### src/hw/rtl/ppd_pkg.sv
package ppd_pkg;

   localparam int SAMPLE_BITS = 16;
   localparam int INDEX_BITS  = 16;
   localparam int HEIGHT_BITS = 16;

   // widest of sample and threshold, for the height compare
   localparam int CMP_BITS = (SAMPLE_BITS > HEIGHT_BITS) ? SAMPLE_BITS : HEIGHT_BITS;

   localparam logic [INDEX_BITS-1:0] INDEX_MAX = {INDEX_BITS{1'b1}};

   typedef logic [SAMPLE_BITS-1:0] sample_type;
   typedef logic [INDEX_BITS-1:0]  index_type;
   typedef logic [HEIGHT_BITS-1:0] height_type;

endpackage

### src/hw/rtl/ppd_req_if.sv
interface ppd_req_if;
   import ppd_pkg::*;

   logic       valid;
   logic       ready;
   sample_type sample;
   logic       record_last;

   modport source (output valid, output sample, output record_last, input ready);
   modport sink   (input valid, input sample, input record_last, output ready);
endinterface

### src/hw/rtl/ppd_rsp_if.sv
interface ppd_rsp_if;
   import ppd_pkg::*;

   logic       valid;
   logic       ready;
   logic       is_peak;
   index_type  peak_index;
   sample_type peak_height;
   logic       record_end;

   modport source (output valid, output is_peak, output peak_index, output peak_height,
                   output record_end, input ready);
   modport sink   (input valid, input is_peak, input peak_index, input peak_height,
                   input record_end, output ready);
endinterface

### src/hw/rtl/plateau_peak_detector.sv
// Streaming plateau peak finder. Each accepted sample is captured in an input
// register and evaluated from there against the running record state (a few
// compares and one add for the plateau midpoint); any result lands in an output
// register. Throughput is one sample per clock while no result is held up at
// the output register. A sample that gives no result never waits on the result
// side; one that does waits only while the output register still holds an
// untaken result. Results: a confirmed peak at or above min_height, and on the
// last sample of a record always one result carrying record_end (the peak it
// confirms, or an end marker with zero index and height). min_height is written
// through csr_we/csr_wdata by the user only while idle; the block does not check.
module plateau_peak_detector (
   input  logic                    clock,
   input  logic                    reset,
   ppd_req_if.sink                 req,
   ppd_rsp_if.source               rsp,
   input  logic                    csr_we,
   input  ppd_pkg::height_type     csr_wdata
);
   import ppd_pkg::*;

   height_type min_height_ff;

   // input stage
   logic       in_valid_ff;
   sample_type in_sample_ff;
   logic       in_last_ff;

   // record state
   index_type  count_ff, count_in;
   sample_type prev_ff, prev_in;
   logic       open_ff, open_in;
   index_type  left_ff, left_in;
   sample_type value_ff, value_in;

   // output register
   logic       rsp_valid_ff;
   logic       rsp_peak_ff;
   index_type  rsp_index_ff;
   sample_type rsp_height_ff;
   logic       rsp_end_ff;

   logic                  found;
   logic                  keep;
   logic                  emit;
   logic                  out_free;
   logic                  advance;
   index_type             right;
   logic [INDEX_BITS:0]   mid_sum;
   index_type             mid_index;

   assign out_free = !rsp_valid_ff || rsp.ready;
   assign advance  = in_valid_ff && (!emit || out_free);
   assign req.ready = !in_valid_ff || advance;

   assign right     = count_ff - index_type'(1);
   assign mid_sum   = {1'b0, left_ff} + {1'b0, right};
   assign mid_index = mid_sum[INDEX_BITS:1];

   always_comb begin
      found    = 1'b0;
      open_in  = open_ff;
      left_in  = left_ff;
      value_in = value_ff;
      count_in = (count_ff != INDEX_MAX) ? count_ff + index_type'(1) : count_ff;
      prev_in  = in_sample_ff;

      if (open_ff) begin
         if (in_sample_ff < value_ff) begin
            found   = 1'b1;
            open_in = 1'b0;
         end else if (in_sample_ff > value_ff) begin
            // larger sample restarts the candidate here
            open_in  = !in_last_ff;
            left_in  = count_ff;
            value_in = in_sample_ff;
         end
      end else if ((count_ff != '0) && (prev_ff < in_sample_ff) && !in_last_ff) begin
         open_in  = 1'b1;
         left_in  = count_ff;
         value_in = in_sample_ff;
      end

      if (in_last_ff) begin
         count_in = '0;
         prev_in  = '0;
         open_in  = 1'b0;
         left_in  = '0;
         value_in = '0;
      end
   end

   assign keep = found &&
                 !(CMP_BITS'(value_ff) < CMP_BITS'(min_height_ff));
   assign emit = keep || in_last_ff;

   always_ff @(posedge clock) begin
      if (reset) begin
         min_height_ff <= '0;
         in_valid_ff   <= 1'b0;
         rsp_valid_ff  <= 1'b0;
         count_ff      <= '0;
         prev_ff       <= '0;
         open_ff       <= 1'b0;
         left_ff       <= '0;
         value_ff      <= '0;
      end else begin
         if (csr_we) begin
            min_height_ff <= csr_wdata;
         end

         if (req.valid && req.ready) begin
            in_valid_ff <= 1'b1;
         end else if (advance) begin
            in_valid_ff <= 1'b0;
         end

         if (advance) begin
            count_ff <= count_in;
            prev_ff  <= prev_in;
            open_ff  <= open_in;
            left_ff  <= left_in;
            value_ff <= value_in;
         end

         if (advance && emit) begin
            rsp_valid_ff <= 1'b1;
         end else if (rsp.ready) begin
            rsp_valid_ff <= 1'b0;
         end
      end
   end

   // payload registers
   always_ff @(posedge clock) begin
      if (req.valid && req.ready) begin
         in_sample_ff <= req.sample;
         in_last_ff   <= req.record_last;
      end
      if (advance && emit) begin
         rsp_peak_ff   <= keep;
         rsp_index_ff  <= keep ? mid_index : '0;
         rsp_height_ff <= keep ? value_ff : '0;
         rsp_end_ff    <= in_last_ff;
      end
   end

   assign rsp.valid       = rsp_valid_ff;
   assign rsp.is_peak     = rsp_peak_ff;
   assign rsp.peak_index  = rsp_index_ff;
   assign rsp.peak_height = rsp_height_ff;
   assign rsp.record_end  = rsp_end_ff;

endmodule

### src/flat_wrapper.sv
// flat-port wrapper written by rule: the top's interface ports become plain ports
module plateau_peak_detector_flat import ppd_pkg::*;
  (clock, reset, csr_we, csr_wdata, req_valid, req_sample, req_record_last, req_ready, rsp_valid, rsp_is_peak, rsp_peak_index, rsp_peak_height, rsp_record_end, rsp_ready);
  ppd_req_if req_i ();
  ppd_rsp_if rsp_i ();
  input  logic clock;
  input  logic reset;
  input  logic csr_we;
  input  ppd_pkg::height_type csr_wdata;
  input wire logic [$bits(req_i.valid)-1:0] req_valid;
  input wire logic [$bits(req_i.sample)-1:0] req_sample;
  input wire logic [$bits(req_i.record_last)-1:0] req_record_last;
  output wire logic [$bits(req_i.ready)-1:0] req_ready;
  output wire logic [$bits(rsp_i.valid)-1:0] rsp_valid;
  output wire logic [$bits(rsp_i.is_peak)-1:0] rsp_is_peak;
  output wire logic [$bits(rsp_i.peak_index)-1:0] rsp_peak_index;
  output wire logic [$bits(rsp_i.peak_height)-1:0] rsp_peak_height;
  output wire logic [$bits(rsp_i.record_end)-1:0] rsp_record_end;
  input wire logic [$bits(rsp_i.ready)-1:0] rsp_ready;
  assign req_i.valid = req_valid;
  assign req_i.sample = req_sample;
  assign req_i.record_last = req_record_last;
  assign req_ready = req_i.ready;
  assign rsp_valid = rsp_i.valid;
  assign rsp_is_peak = rsp_i.is_peak;
  assign rsp_peak_index = rsp_i.peak_index;
  assign rsp_peak_height = rsp_i.peak_height;
  assign rsp_record_end = rsp_i.record_end;
  assign rsp_i.ready = rsp_ready;
  plateau_peak_detector u_core (.clock(clock), .reset(reset), .req(req_i), .rsp(rsp_i), .csr_we(csr_we), .csr_wdata(csr_wdata));
endmodule
### config.mk
export PLATFORM = sky130hd
export DESIGN_NAME = plateau_peak_detector_flat
export DESIGN_NICKNAME = d
export VERILOG_FILES = /design/src/hw/rtl/ppd_pkg.sv /design/src/hw/rtl/ppd_req_if.sv /design/src/hw/rtl/ppd_rsp_if.sv /design/src/hw/rtl/plateau_peak_detector.sv /design/src/flat_wrapper.sv
export SDC_FILE = /design/constraint.sdc
export NUM_CORES = 1
export LEC_CHECK = 0
export BUFFER_PORTS_ARGS = -buffer_cell sky130_fd_sc_hd__buf_2
export CELL_PAD_IN_SITES_DETAIL_PLACEMENT = 2
export CELL_PAD_IN_SITES_GLOBAL_PLACEMENT = 2
export CORE_MARGIN = 1.5
export CORE_UTILIZATION = 34
export CTS_CLUSTER_SIZE = 12
export DETAILED_ROUTE_END_ITERATION = 6
export GPL_TIMING_DRIVEN = 0
export PLACE_DENSITY = 0.87
export SETUP_SLACK_MARGIN = 0.1
export SYNTH_ARGS = -nofsm -noshare
export SYNTH_HDL_FRONTEND = slang
export SYNTH_SLANG_ARGS = --single-unit
### constraint.sdc
create_clock -name clock -period 3.6 [get_ports clock]
set_input_delay 0.72 -clock clock [delete_from_list [all_inputs] [get_ports clock]]
set_output_delay 0.72 -clock clock [all_outputs]
set_load 0.05 [all_outputs]
==> reports/summary.txt <==
status: finished with violations
failing checks: setup timing
die width: 147 microns
crit-path cells: buf_6, nor2_4, nand3_2, or3_4, nor4_4, xor2_1, ha_1, buf_6, nand3_2, o31ai_4, nor4_2, buf_4, or3_4, xor2_2, nor2_1
max-capacitance violation count: 0
crit path launch: u_core.count_ff[2]
Fin. Hold Viols: 0
Sink Count: 134
share of layout cells above drive strength 1: 24.8%
Leakage: 3.75 nW
DRT Pass-1 Iters: 7
main combinational cell family by area after synthesis: compound AO/OA/AOI/OAI gates
Synth Area in XOR/XNOR: 2.86%
fin util: 44.6%
slowest stage delay, CP: 470 ps
Initial Utilization: 34.7%
Yosys reg bits: 134
R2R Path End: u_core.rsp.peak_index[11]
WL per Instance: 31.1 microns
total number of vias: 6884
Max Slew Vio Count: 0
number of flops mapped to enable cells by yosys: 51
n_diodes: 0
top_reg_cell synth: dfxtp_1
synth warn: 0
Tightest Hold Check Type: input port to register
Max VDD drop: 0.227 mV
Routed WL: 34800 microns
Area contributors post-synth: dfxtp_1 (24%), edfxtp_1 (22%), ha_1 (11%), nor2_1 (4.4%), a22o_1 (4.0%)
min cycle time layout: 3710 ps
Worst Hold End: u_core.in_sample_ff[11]
peak fanout along the critical path: 5
Synth top area share: 23.6%
first-pass GRT wire length: 44000 microns
TritonCTS clock tree: yes
post-synthesis mux area share: 2.56%
worst hold path cell count: 1
Core Footprint: 20300 sq um
top sig layer: met4
Reg2Reg Depth: 15
FF+latch area: 3210 sq um
Synth Instances: 717
Met1 Wirelength: 13500 microns
TritonCTS buffer count: 17
# nets final: 937
Buffers & Inverters on Critical Path: 3
CP top delay family: simple AND/OR/NAND/NOR gates
fraction of the mapped netlist area in compound gates: 17.2%
crit share post-route: 103%
Adder-Cell Fraction of Synth Area: 11.5%
root buffer selected by CTS: clkbuf_16
vias in the first global route: 7116
combinational power share: 13.0%
initial drt markers: 688
Mapped Nets: 819
Clk network pwr share: 47.4%
Hold Buf Count CTS: 0
hpwl dp: 16800 microns
initial antenna violation count: 0
pwr/cell area: 462 nW/um^2
post-synthesis simple-gate area fraction: 14.6%
Chip Height: 147 microns
# IOs: 74
Post-DP Area: 7770 sq um
GRT Util Overall: 27.1%
Area growth syn-to-layout: 28.6%
sequential fraction of design power: 39.6%
P_int: 0.00303 W
Layout Skew: 14.3 ps
Critical-path top delay cell: or3_4
mapped cell area: 7050 sq um
fillers: 2100
fin area: 9060 sq um
worst setup margin: -109 ps
most common cell after layout, fill and taps aside: nor2_1
Cell variety after synth: 63
Final setup viols: 8
Seq/Total Area, Yosys: 45.3%
most frequent cells in the layout: nor2_1 (80), buf_2 (78), dfxtp_1 (74)
Worst Setup End Kind: register
Sw Pwr: 0.00115 W
Worst-path clk slew: 70 ps
multi-input combinational cell area: 3860 sq um
CP arrival: 3970 ps
Met2 Wirelength: 17000 microns
Final ANT Viol Nets: 0
area leader, netlist: dfxtp_1
Req. time, crit path: 3860 ps
Fmax achieved: 270 MHz
RSZ-0062 raised after global routing: true
startpoint types: register
drt drc: 0
met3 WL: 2230 microns
FF-to-FF Start: u_core.count_ff[2]
GP Congestion: 0.789
Place WS: -449 ps
worst hold slack: 448 ps
flop-to-flop setup slack: -110 ps
min-delay src: req_sample[11]
Synth Area per Inst: 9.83 sq um
Least-Margin Pin Slew: 831 ps
Max H-tree Level: 4
WS Path Type: register to register
worst skew pair latency: 450 ps
dpl cells: 1060
largest net degree at the start of global routing: 29
non-filler cells, final: 1118
share of synthesized registers carrying an async set or reset: 0%
vias per inst: 6.16
IO Port Bufs: 72
switch share: 27.6%
Rel. slew slack: 44.6%
Longest Clk Path Bufs: 2
row count: 52
Die ar.: 21600 sq um
Overflow after GRT: 0
## kinds of logic after synthesis
group | Yosys count
AO/OA/AOI/OAI | 179
flip-flops | 134
adder cells (fa/ha/maj) | 64
XOR/XNOR | 23
buffers and inverters | 97
AND/OR/NAND/NOR | 202
multiplexers | 18
## state kept, by name, indices dropped and copies added, names as in the netlist
register,flops
u_core.value_ff,16
u_core.rsp.is_peak,1
u_core.rsp.valid,1
u_core.in_last_ff,1
u_core.rsp.peak_index,16
u_core.count_ff,16
u_core.prev_ff,16
u_core.min_height_ff,16
u_core.left_ff,16
u_core.in_sample_ff,16
u_core.rsp.record_end,1
u_core.in_valid_ff,1
u_core.rsp.peak_height,16
u_core.open_ff,1
## cells in the mapped netlist, types with 3 or more instances
library cell / count
a2111oi_0: 4
a211oi_1: 5
a21o_1: 10
a21oi_1: 46
a22o_1: 32
a31oi_1: 4
a41oi_1: 3
and2_1: 5
and3_1: 7
buf_1: 3
buf_2: 8
buf_4: 5
buf_6: 4
clkbuf_1: 18
dfxtp_1: 83
edfxtp_1: 51
ha_1: 63
inv_1: 58
mux2i_1: 18
nand2_1: 18
nand2b_1: 7
nand3_1: 21
nand4_1: 10
nand4b_1: 6
nor2_1: 82
nor2b_1: 8
nor3_1: 17
nor4_1: 5
o211ai_1: 3
o21a_1: 7
o21ai_0: 40
o21ai_1: 3
xnor2_1: 7
xor2_1: 16
## per-stage QoR
| stage | power (W) | TNS, ps |
|---|---|---|
| final | 0.00418 | -445 |
| after detailed placement | 0.00207 | -8350 |
| after floorplan | 0.00193 | 0 |
| after global placement | 0.00204 | -23730 |
| after global routing | 0.00426 | -1480 |
| after CTS | 0.00405 | 0 |
## layer usage
metal | track usage, % | up-vias
met5 | 0 | -
met4 | 13.0 | 0
met3 | 4.47 | 174
met2 | 47.3 | 398
met1 | 32.6 | 3485
li1 | - | 2827
## power groups by stage
stage               registers, W  clock network, W  logic (W)
global route             0.00166           0.00204   0.000561
CTS                      0.00165           0.00195   0.000451
global placement         0.00168                 0   0.000363
detailed placement       0.00168                 0   0.000392
finish                   0.00166           0.00198   0.000542
floorplan                0.00170                 0   0.000233
## layout make-up
type	count	area share (%)
Buffer	38	2.29
Clock buffer	24	5.44
Clock inverter	8	1.57
Inverter	59	2.47
Multi-Input combinational cell	486	42.6
Sequential cell	134	35.4
Tap cell	270	3.73
Timing Repair Buffer	99	6.50
## worst register-to-register path: cells and delay by family (launching register included)
family                   cells  cell delay (ps)
XOR/XNOR                     2              300
adder cells (fa/ha/maj)      1              360
AND/OR/NAND/NOR              8             1790
buffers and inverters        3              440
AO/OA/AOI/OAI                1              280
flip-flops                   1              340
## worst max-delay path by stage
stage | endpoint | slack, ps | cells past startpoint
after floorplan | u_core.in_last_ff | 250 | 10
after global placement | u_core.rsp.peak_height[0] | -660 | 9
after detailed placement | u_core.in_sample_ff[5] | -450 | 10
after CTS | u_core.rsp.peak_index[11] | 110 | 14
after global routing | u_core.rsp.peak_index[15] | -240 | 15
final | u_core.rsp.peak_index[11] | -110 | 15
## repair_timing
action / 4_1_cts / 5_1_grt
pin swaps: 9 / 23
setup endpoints to repair: 68 / 38
buffers inserted: 10 / 16
gates resized for setup: 50 / 43
(Power assumes the default switching activity.)
